--- src/hw/rtl/abob_pkg.sv ---
// Types and constants shared by the BGRA source-over blender.
// No dependencies.
`timescale 1ns / 1ps
`default_nettype none
package abob_pkg;
	localparam int CH_COUNT = 3;  // blue, green, red
	localparam int CH_W     = 8;
	localparam int PROD_W   = 16;
	localparam int NUM_W    = 24;
	localparam int WGT_W    = 16;
	localparam int PIX_W    = 32;
	localparam int QUO_W    = 8;

	typedef logic [CH_W-1:0] chan_t;

	// Data carried along the chain of divider cells.
	typedef struct packed {
		logic [CH_COUNT-1:0][NUM_W-1:0] rem;
		logic [CH_COUNT-1:0][QUO_W-1:0] quo;
		logic [WGT_W-1:0]               weight;
		chan_t                          alpha;
		logic                           eof;
	} abob_work_t;
endpackage
`default_nettype wire

--- src/hw/rtl/abob_if.sv ---
// Stream interfaces of the BGRA source-over blender.
// Depends on nothing but widths fixed by the pixel format.
`timescale 1ns / 1ps
`default_nettype none
interface abob_in_if;
	logic        valid;
	logic        ready;
	logic [31:0] source_pixel;
	logic [31:0] target_pixel;
	logic        end_of_frame;
	modport source (output valid, source_pixel, target_pixel, end_of_frame, input ready);
	modport sink (input valid, source_pixel, target_pixel, end_of_frame, output ready);
endinterface

interface abob_out_if;
	logic        valid;
	logic        ready;
	logic [31:0] blended_pixel;
	logic        frame_done;
	modport source (output valid, blended_pixel, frame_done, input ready);
	modport sink (input valid, blended_pixel, frame_done, output ready);
endinterface
`default_nettype wire

--- src/hw/rtl/abob_front.sv ---
// Front end: forms the products, the blend weight, the numerators and the alpha.
// Depends on abob_pkg and abob_in_if.
`timescale 1ns / 1ps
`default_nettype none
module abob_front (
	input  wire                 clk,
	input  wire                 arst_n,
	abob_in_if.sink             pix_in,
	output logic                out_valid,
	input  wire                 out_ready,
	output abob_pkg::abob_work_t out_work
);
	import abob_pkg::*;

	logic                               v1_q, v2_q;
	logic                               r1, r2;
	chan_t                              sa_s1;
	logic [PROD_W-1:0]                  tw_s1;
	logic [CH_COUNT-1:0][PROD_W-1:0]    prod_s1;
	logic [CH_COUNT-1:0][CH_W-1:0]      tc_s1;
	logic                               eof_s1;
	abob_work_t                         work_s2;
	chan_t                              sa, ta;
	logic [WGT_W-1:0]                   weight;
	logic [WGT_W:0]                     alpha_sum;
	abob_work_t                         work_d;

	assign r2 = !v2_q || out_ready;
	assign r1 = !v1_q || r2;
	assign pix_in.ready = r1;
	assign sa = pix_in.source_pixel[31:24];
	assign ta = pix_in.target_pixel[31:24];

	always_ff @(posedge clk or negedge arst_n) begin
		if (!arst_n) begin
			v1_q <= 1'b0;
			v2_q <= 1'b0;
		end else begin
			if (r1) v1_q <= pix_in.valid;
			if (r2) v2_q <= v1_q;
		end
	end

	// Stage one: one 8 by 8 product per channel and the target share of the weight.
	always_ff @(posedge clk) begin
		if (r1 && pix_in.valid) begin
			sa_s1  <= sa;
			tw_s1  <= PROD_W'(ta) * PROD_W'(8'hFF - sa);
			eof_s1 <= pix_in.end_of_frame;
			for (int c = 0; c < CH_COUNT; c++) begin
				prod_s1[c] <= PROD_W'(sa) * PROD_W'(pix_in.source_pixel[c*CH_W +: CH_W]);
				tc_s1[c]   <= pix_in.target_pixel[c*CH_W +: CH_W];
			end
		end
	end

	// Stage two: numerators, weight and alpha, where alpha = floor(weight / 255).
	always_comb begin
		weight    = WGT_W'({sa_s1, 8'h00}) - WGT_W'(sa_s1) + tw_s1;
		alpha_sum = (WGT_W+1)'(weight) + (WGT_W+1)'(1) + (WGT_W+1)'(weight[15:8]);
		work_d        = '0;
		work_d.weight = weight;
		work_d.alpha  = alpha_sum[15:8];
		work_d.eof    = eof_s1;
		for (int c = 0; c < CH_COUNT; c++) begin
			work_d.rem[c] = NUM_W'({prod_s1[c], 8'h00}) - NUM_W'(prod_s1[c])
				+ NUM_W'(tw_s1) * NUM_W'(tc_s1[c]);
		end
	end

	always_ff @(posedge clk) begin
		if (r2 && v1_q) work_s2 <= work_d;
	end

	assign out_valid = v2_q;
	assign out_work  = work_s2;
endmodule
`default_nettype wire

--- src/hw/rtl/abob_div_cell.sv ---
// One cell of the divider chain: settles one quotient bit of each channel.
// Depends on abob_pkg.
`timescale 1ns / 1ps
`default_nettype none
module abob_div_cell #(
	parameter int BIT = 7
) (
	input  wire                 clk,
	input  wire                 arst_n,
	input  wire                 in_valid,
	output logic                in_ready,
	input  abob_pkg::abob_work_t in_work,
	output logic                out_valid,
	input  wire                 out_ready,
	output abob_pkg::abob_work_t out_work
);
	import abob_pkg::*;

	logic       valid_q;
	abob_work_t work_q;
	abob_work_t work_d;
	logic [NUM_W-1:0] divisor;

	assign in_ready = !valid_q || out_ready;
	assign divisor  = NUM_W'(in_work.weight) << BIT;

	always_comb begin
		work_d = in_work;
		for (int c = 0; c < CH_COUNT; c++) begin
			if (in_work.rem[c] >= divisor) begin
				work_d.rem[c]      = in_work.rem[c] - divisor;
				work_d.quo[c][BIT] = 1'b1;
			end
		end
	end

	always_ff @(posedge clk or negedge arst_n) begin
		if (!arst_n) valid_q <= 1'b0;
		else if (in_ready) valid_q <= in_valid;
	end

	always_ff @(posedge clk) begin
		if (in_ready && in_valid) work_q <= work_d;
	end

	assign out_valid = valid_q;
	assign out_work  = work_q;
endmodule
`default_nettype wire

--- src/hw/rtl/bgra_alpha_over_blend.sv ---
// Source-over blend of two straight-alpha BGRA pixels. Each transfer on pix_in
// carries a source and a target pixel; one transfer on pix_out returns the blended
// pixel and a copy of the end-of-frame mark. On its way to pix_out a pixel passes
// through the front-end stages for the products and the weight, eight cells of
// the divider chain (one quotient bit per cell) and one output register, the
// first of these being loaded by the input transfer itself. The chain takes a
// new pixel in every cycle while pix_out is not stalled, so the sustained rate
// is one pixel per clock; each stage holds its data only while the stage after it
// is full and stalled, so bubbles close up under back-pressure.
// Alpha is floor(W / 255) and each colour floor(N / W), with W the blend weight;
// a pixel whose alphas are both zero comes out as zero.
`timescale 1ns / 1ps
`default_nettype none
module bgra_alpha_over_blend (
	input  wire        clk,
	input  wire        arst_n,
	abob_in_if.sink    pix_in,
	abob_out_if.source pix_out
);
	import abob_pkg::*;

	localparam int CELLS = QUO_W;

	logic       chain_valid [CELLS+1];
	logic       chain_ready [CELLS+1];
	abob_work_t chain_work  [CELLS+1];
	logic       out_valid_q;
	logic [PIX_W-1:0] pixel_q;
	logic       eof_q;
	abob_work_t last;

	// Front end feeds the head of the chain.
	abob_front u_front (
		.clk       (clk),
		.arst_n    (arst_n),
		.pix_in    (pix_in),
		.out_valid (chain_valid[0]),
		.out_ready (chain_ready[0]),
		.out_work  (chain_work[0])
	);

	// Restoring division, most significant quotient bit first.
	for (genvar i = 0; i < CELLS; i++) begin : g_cell
		abob_div_cell #(.BIT(CELLS-1-i)) u_cell (
			.clk       (clk),
			.arst_n    (arst_n),
			.in_valid  (chain_valid[i]),
			.in_ready  (chain_ready[i]),
			.in_work   (chain_work[i]),
			.out_valid (chain_valid[i+1]),
			.out_ready (chain_ready[i+1]),
			.out_work  (chain_work[i+1])
		);
	end

	// Output register: assembles the pixel and forces zero when the weight is zero.
	assign last = chain_work[CELLS];
	assign chain_ready[CELLS] = !out_valid_q || pix_out.ready;

	always_ff @(posedge clk or negedge arst_n) begin
		if (!arst_n) out_valid_q <= 1'b0;
		else if (chain_ready[CELLS]) out_valid_q <= chain_valid[CELLS];
	end

	always_ff @(posedge clk) begin
		if (chain_ready[CELLS] && chain_valid[CELLS]) begin
			eof_q <= last.eof;
			if (last.weight == '0) pixel_q <= '0;
			else pixel_q <= {last.alpha, last.quo[2], last.quo[1], last.quo[0]};
		end
	end

	assign pix_out.valid         = out_valid_q;
	assign pix_out.blended_pixel = pixel_q;
	assign pix_out.frame_done    = eof_q;
endmodule
`default_nettype wire

--- src/flat_wrapper.sv ---
// flat-port wrapper written by rule: the top's interface ports become plain ports
module bgra_alpha_over_blend_flat import abob_pkg::*;
  (clk, arst_n, pix_in_valid, pix_in_source_pixel, pix_in_target_pixel, pix_in_end_of_frame, pix_in_ready, pix_out_valid, pix_out_blended_pixel, pix_out_frame_done, pix_out_ready);
  abob_in_if pix_in_i ();
  abob_out_if pix_out_i ();
  input  wire clk;
  input  wire arst_n;
  input wire logic [$bits(pix_in_i.valid)-1:0] pix_in_valid;
  input wire logic [$bits(pix_in_i.source_pixel)-1:0] pix_in_source_pixel;
  input wire logic [$bits(pix_in_i.target_pixel)-1:0] pix_in_target_pixel;
  input wire logic [$bits(pix_in_i.end_of_frame)-1:0] pix_in_end_of_frame;
  output wire logic [$bits(pix_in_i.ready)-1:0] pix_in_ready;
  output wire logic [$bits(pix_out_i.valid)-1:0] pix_out_valid;
  output wire logic [$bits(pix_out_i.blended_pixel)-1:0] pix_out_blended_pixel;
  output wire logic [$bits(pix_out_i.frame_done)-1:0] pix_out_frame_done;
  input wire logic [$bits(pix_out_i.ready)-1:0] pix_out_ready;
  assign pix_in_i.valid = pix_in_valid;
  assign pix_in_i.source_pixel = pix_in_source_pixel;
  assign pix_in_i.target_pixel = pix_in_target_pixel;
  assign pix_in_i.end_of_frame = pix_in_end_of_frame;
  assign pix_in_ready = pix_in_i.ready;
  assign pix_out_valid = pix_out_i.valid;
  assign pix_out_blended_pixel = pix_out_i.blended_pixel;
  assign pix_out_frame_done = pix_out_i.frame_done;
  assign pix_out_i.ready = pix_out_ready;
  bgra_alpha_over_blend u_core (.clk(clk), .arst_n(arst_n), .pix_in(pix_in_i), .pix_out(pix_out_i));
endmodule
--- config.mk ---
export PLATFORM = sky130hd
export DESIGN_NAME = bgra_alpha_over_blend_flat
export DESIGN_NICKNAME = d
export VERILOG_FILES = /design/src/hw/rtl/abob_pkg.sv /design/src/hw/rtl/abob_if.sv /design/src/hw/rtl/abob_front.sv /design/src/hw/rtl/abob_div_cell.sv /design/src/hw/rtl/bgra_alpha_over_blend.sv /design/src/flat_wrapper.sv
export SDC_FILE = /design/constraint.sdc
export NUM_CORES = 2
export LEC_CHECK = 0
export ABC_AREA = 1
export ABC_CLOCK_PERIOD_IN_PS = 11000
export BUFFER_PORTS_ARGS = -buffer_cell sky130_fd_sc_hd__buf_4
export CAP_MARGIN = 40
export CORE_UTILIZATION = 50
export DETAILED_ROUTE_END_ITERATION = 6
export PLACE_DENSITY = 0.66
export SYNTH_ARGS = -nofsm -noshare
export SYNTH_HDL_FRONTEND = slang
export SYNTH_SLANG_ARGS = --single-unit
export TNS_END_PERCENT = 50
--- constraint.sdc ---
create_clock -name clk -period 11 [get_ports clk]
set_input_delay 1.1 -clock clk [delete_from_list [all_inputs] [get_ports clk]]
set_output_delay 1.1 -clock clk [all_outputs]
set_load 0.01 [all_outputs]
# Word level (Yosys, flattened, before mapping)
# Cells that the tools add are included.
totals:
  register_bits: 1050
  inputBits: 69
  out_inout_bits: 35
  wordCells: 236
op_classes:
  add_sub_neg: 32
  n_mul: 7
  order_cmp: 24
  n_mux: 21
  n_reduce_logical: 34
ops:
  columns: ["cell", "count"]
  rows:
  - ["24-bit 2-to-1 mux", 21]
  - ["24-bit adder", 3]
  - ["24-bit by 16-bit >= comparator with 1-bit output", 3]
  - ["24-bit by 17-bit >= comparator with 1-bit output", 3]
  - ["24-bit by 18-bit >= comparator with 1-bit output", 3]
  - ["24-bit by 19-bit >= comparator with 1-bit output", 3]
  - ["24-bit by 20-bit >= comparator with 1-bit output", 3]
  - ["24-bit by 21-bit >= comparator with 1-bit output", 3]
  - ["24-bit by 22-bit >= comparator with 1-bit output", 3]
  - ["24-bit by 23-bit >= comparator with 1-bit output", 3]
  - ["16-bit by 8-bit multiplier with 24-bit output", 3]
  - ["24-bit by 16-bit subtractor with 24-bit output", 3]
  - ["24-bit by 17-bit subtractor with 24-bit output", 3]
  - ["24-bit by 18-bit subtractor with 24-bit output", 3]
  - ["24-bit by 19-bit subtractor with 24-bit output", 3]
  - ["24-bit by 20-bit subtractor with 24-bit output", 3]
  - ["24-bit by 21-bit subtractor with 24-bit output", 3]
  - ["24-bit by 22-bit subtractor with 24-bit output", 3]
  - ["24-bit by 23-bit subtractor with 24-bit output", 3]
  - ["8-bit by 8-bit multiplier with 16-bit output", 3]
  - ["16-bit by 1-bit adder with 16-bit output (second input constant)", 1]
  - ["16-bit adder", 1]
  - ["16-bit by 8-bit adder with 16-bit output", 1]
  - ["16-bit zero test", 1]
  - ["other kinds (6)", 36]

# Depth between registers and ports, before layout
logic_depth:
  word_depth: 13
  mapped_depth: 26
  depth_no_buf: 24

# Cells and area by module
# A second synthesis with hierarchy kept.
unflattened:
  cells_unflattened: 12247
  hier_area_um2: 99022.5
modules_own_cells:
  columns: ["module", "instances", "cells_per_inst", "area_per_inst_um2", "seq_area_each_um2"]
  rows:
  - ["abob_front", 1, 3689, 31482.7, 5875.6]
  - ["abob_div_cell at u_core.g_cell[6].u_cell", 1, 1208, 8973.6, 3658.5]
  - ["abob_div_cell at u_core.g_cell[7].u_cell", 1, 1168, 8668.3, 3658.5]
  - ["abob_div_cell at u_core.g_cell[5].u_cell", 1, 1135, 8529.4, 3658.5]
  - ["abob_div_cell at u_core.g_cell[4].u_cell", 1, 1071, 8236.6, 3658.5]
  - ["abob_div_cell at u_core.g_cell[3].u_cell", 1, 1019, 8081.5, 3658.5]
  - ["abob_div_cell at u_core.g_cell[2].u_cell", 1, 942, 7982.7, 3658.5]
  - ["abob_div_cell at u_core.g_cell[0].u_cell", 1, 972, 7842.5, 3658.5]
  - ["abob_div_cell at u_core.g_cell[1].u_cell", 1, 920, 7772.5, 3658.5]
  - ["bgra_alpha_over_blend", 1, 123, 1452.6, 1016.0]

# Worst setup path before layout
# No wires, ideal clock.
synth_path:
  path_type: "in2reg"
  start: "input pix_out_ready"
  end: "register u_core.g_cell[4].u_cell.work_q (netlist bit u_core.g_cell[4].u_cell.out_work[0]) (enable)"
  setup_ns: 0.620
  arrival_time_ns: 6.652
  required_time_ns: 10.380
  slack_ns: 3.728
  stages: 4
  n_path_buf: 0
  cell_sequence: "nor2_2 > nand3_2 > nor2_2 > a21oi_1"
synth_between:
  elab_chain_cells: 6
synth_rtl:
  columns: ["element", "line", "rtl"]
  rows:
  - ["start, declared", "flat_wrapper.sv:16", "input wire logic [$bits(pix_out_i.ready)-1:0] pix_out_ready;"]
  - ["1-bit logical OR", "bgra_alpha_over_blend.sv:58", "assign chain_ready[CELLS] = !out_valid_q || pix_out.ready;"]
  - ["1-bit logical OR (4 in a row)", "abob_div_cell.sv:24", "assign in_ready = !valid_q || out_ready;"]
  - ["1-bit logical AND", "abob_div_cell.sv:43", "if (in_ready && in_valid) work_q <= work_d;"]
  - ["end signal, assigned", "abob_div_cell.sv:43", null]
  - ["end, declared", "abob_div_cell.sv:20", "abob_work_t work_q;"]
# Every way passes these cells.
# A chain may end at the register's enable or synchronous reset.

==> summary.txt <==
Detailed routing
  – WL final: 226400 um
  – Total number of vias: 61380
  – Drt first pass iters: 6
  – 1st-iter DRT viols: 3910
  – Drt wl/cell: 19.56 um
  – Residual DRC: 0
  – Vias per cell: 5.302
  – Final ANT Viol Nets: 0

Logic synthesis
  – Synth area leader: edfxtp_1
  – Syn Inst Count: 9231
  – Flops & latches, synth: 1050
  – Yosys top cell area share: 37.32%
  – Post-synthesis net count: 10540
  – Post-synth top flop: edfxtp_1
  – Mean Syn Cell Area: 9.057 um^2
  – Synth unique cells: 69
  – Syn. warnings: 0
  – Largest cells by area after synthesis: edfxtp_1 37%, fa_1 12%, ha_1 11%
  – EDFF count, synth: 1039
  – Ys async rst share: 1.048%
  – Mapped Area: 0.08360 mm^2
  – Sequential fraction of the synthesis area: 37.65%

Worst setup path
  – Startpoint types: flop
  – WP data required: 11.52 ns
  – Crit path DAT: 6.10 ns
  – Setup slack, reg-to-reg: 5.42 ns
  – CP max FO: 16
  – CP endpoint kind: flop
  – Crit Path Class: flop to flop

Global routing
  – Vias in the first global route: 63180
  – First-pass GRT wire length: 350300 um
  – Pin count of the biggest net entering global routing: 74
  – GRT Residual Overflow: 0
  – Global Route Usage Sum: 26.95%
  – Initial antenna violation count: 0

Final layout
  – Final net count: 10600
  – Post-Layout Cell Count: 11580
  – Area delta synth->final: 8.258%
  – Layout fillers: 14930
  – # diodes: 0
  – Share of cells above drive strength 1: 6.562%
  – Most frequent cells in the layout: 2107 x nand2_1, 1613 x inv_1, 1039 x edfxtp_1, 737 x ha_1, 586 x nor2_1
  – Commonest non-fill, non-tap cell in the layout: nand2_1

STA
  – RSZ-0062 raised after global routing: false
  – Slew Limit Headroom: 39.21%
  – Final Critical Period: 5.577 ns
  – Total negative slack: 0 ns
  – Fmax: 0.1793 GHz
  – Period utilization: 50.70%
  – Final hold vios: 0
  – Worst-margin pin slew: 0.9035 ns
  – Max-slew violation count: 0
  – Worst Skew: 0.07967 ns
  – # setup viols final: 0

Clocking
  – H-tree levels: 3
  – CTS Buf Count: 117
  – CTS tree: built
  – Clock slew at reported path FFs: 0.07 ns
  – Clk_lat worst skew: 0.81 ns
  – Clock Path Buffers: 3
  – Setup Fix Bufs, Post-CTS: 0
  – CTS-repair resized insts: 0
  – Clock root cell: clkbuf_16
  – Sink Count: 1050
  – Hold_buf cts: 0

Place
  – Dpl hpwl: 186400 um
  – Buffers on Ports: 103
  – GPL Wtd Cong: 0.9704
  – Dpl cells: 11350

Floorplanning
  – Die Footprint: 0.1688 mm^2
  – Initial core utilization: 50.50%
  – Chip height: 410.9 um
  – Die W: 410.9 um
  – Ports: 104
  – Row cnt: 149
  – Core area: 0.1655 mm^2

Run status
  – Status: complete, no violations

Flow run
  – Max cap viols: 0

Hold path
  – Hold WC Path Type: input pin to async pin
## cell usage after synthesis, types with 14 or more instances
| cell type | number |
|---|---|
| nand2_1 | 2107 |
| inv_1 | 1619 |
| edfxtp_1 | 1039 |
| ha_1 | 737 |
| nor2_1 | 590 |
| fa_1 | 506 |
| a21oi_1 | 486 |
| o21ai_0 | 281 |
| nand3_1 | 267 |
| xor2_1 | 241 |
| xnor2_1 | 194 |
| o21ai_1 | 166 |
| clkbuf_1 | 120 |
| o21ai_2 | 95 |
| nand4_1 | 92 |
| nor3_1 | 80 |
| nor4_1 | 59 |
| a31oi_1 | 55 |
| o21bai_1 | 50 |
| a21o_1 | 48 |
| or2_2 | 44 |
| a21oi_2 | 34 |
| buf_6 | 32 |
| nand2_2 | 25 |
| buf_2 | 22 |
| o21a_1 | 22 |
| a211oi_1 | 16 |
| clkbuf_2 | 14 |
## logic make-up after synthesis
logic type | synth area share [%]
AO/OA/AOI/OAI | 9.322
flip-flops | 37.65
buffers and inverters | 8.709
adder cells (fa/ha/maj) | 23.15
XOR/XNOR | 4.557
AND/OR/NAND/NOR | 16.62
## metrics by stage
| step | area, um^2 | hold WS, ns | setup WS [ns] | util [%] |
|---|---|---|---|---|
| final | 90510 | 0.1201 | 5.423 | 54.67 |
| after global routing | 90510 | 0.09352 | 5.115 | 54.67 |
| after CTS | 90510 | 0.05275 | 5.491 | 54.67 |
| after detailed placement | 86440 | 0.4045 | 5.525 | 52.21 |
| after global placement | 86310 | 0.4005 | 5.404 | 52.14 |
| after floorplan | 83600 | 0.4003 | 3.728 | - |
## sequential cells by signal (all words and copies together), names as in the netlist
signal                          count
u_core.u_front.v1_q                 1
u_core.u_front.prod_s1             48
u_core.pix_out.frame_done           1
u_core.u_front.sa_s1                8
u_core.u_front.eof_s1               1
u_core.u_front.tw_s1               16
u_core.u_front.out_work            97
u_core.g_cell.u_cell.out_work     812
u_core.g_cell.u_cell.out_valid      8
u_core.pix_out.valid                1
u_core.u_front.tc_s1               24
u_core.u_front.out_valid            1
u_core.pix_out.blended_pixel       32
## path summary, 6_finish.rpt
check / start / endpoint / depth (start not counted)
max: u_core.u_front.tc_s1[3] / u_core.u_front.out_work[69] / 16
min: arst_n / u_core.g_cell[7].u_cell.out_valid / 1
max reg2reg: u_core.u_front.tc_s1[3] / u_core.u_front.out_work[69] / 16
min reg2reg: u_core.g_cell[2].u_cell.out_work[47] / u_core.g_cell[3].u_cell.out_work[47] / 0
max in group asynchronous: arst_n / u_core.u_front.v1_q / 1
min in group clk: u_core.g_cell[2].u_cell.out_work[47] / u_core.g_cell[3].u_cell.out_work[47] / 0
## critical path, stage by stage (launching register included)
cell,delay [ns]
edfxtp_1,0.81
nand2_1,0.19
fa_1,0.57
inv_1,0.06
fa_1,0.56
fa_1,0.43
fa_1,0.50
inv_1,0.05
fa_1,0.47
inv_1,0.04
ha_1,0.34
nand2_1,0.14
nor4_1,0.48
o21ai_0,0.17
nand3_1,0.22
a21oi_1,0.12
xor2_1,0.15
## layer usage
layer / part of all wire (%) / up-vias / GRT usage, %
li1: - / 30320 / -
met1: 37 / 29100 / 28.78
met2: 53 / 1465 / 50.78
met3: 3.6 / 489 / 2.844
met4: 6.4 / 0 / 16.14
met5: 0 / - / 0
## cell type report
cell class | count | area, um^2 | area share, %
inverters | 1636 | 6178 | 6.826
well taps | 2189 | 2739 | 3.026
clock inverters | 91 | 1082 | 1.196
clock buffers | 132 | 2984 | 3.297
multi-input cells | 6337 | 44900 | 49.61
flip-flops and latches | 1050 | 31480 | 34.78
repair buffers | 142 | 1149 | 1.269
Power is left out: the tool's default activity adds up to more than one toggle a clock period on the data nets, which glitch-free logic cannot reach.
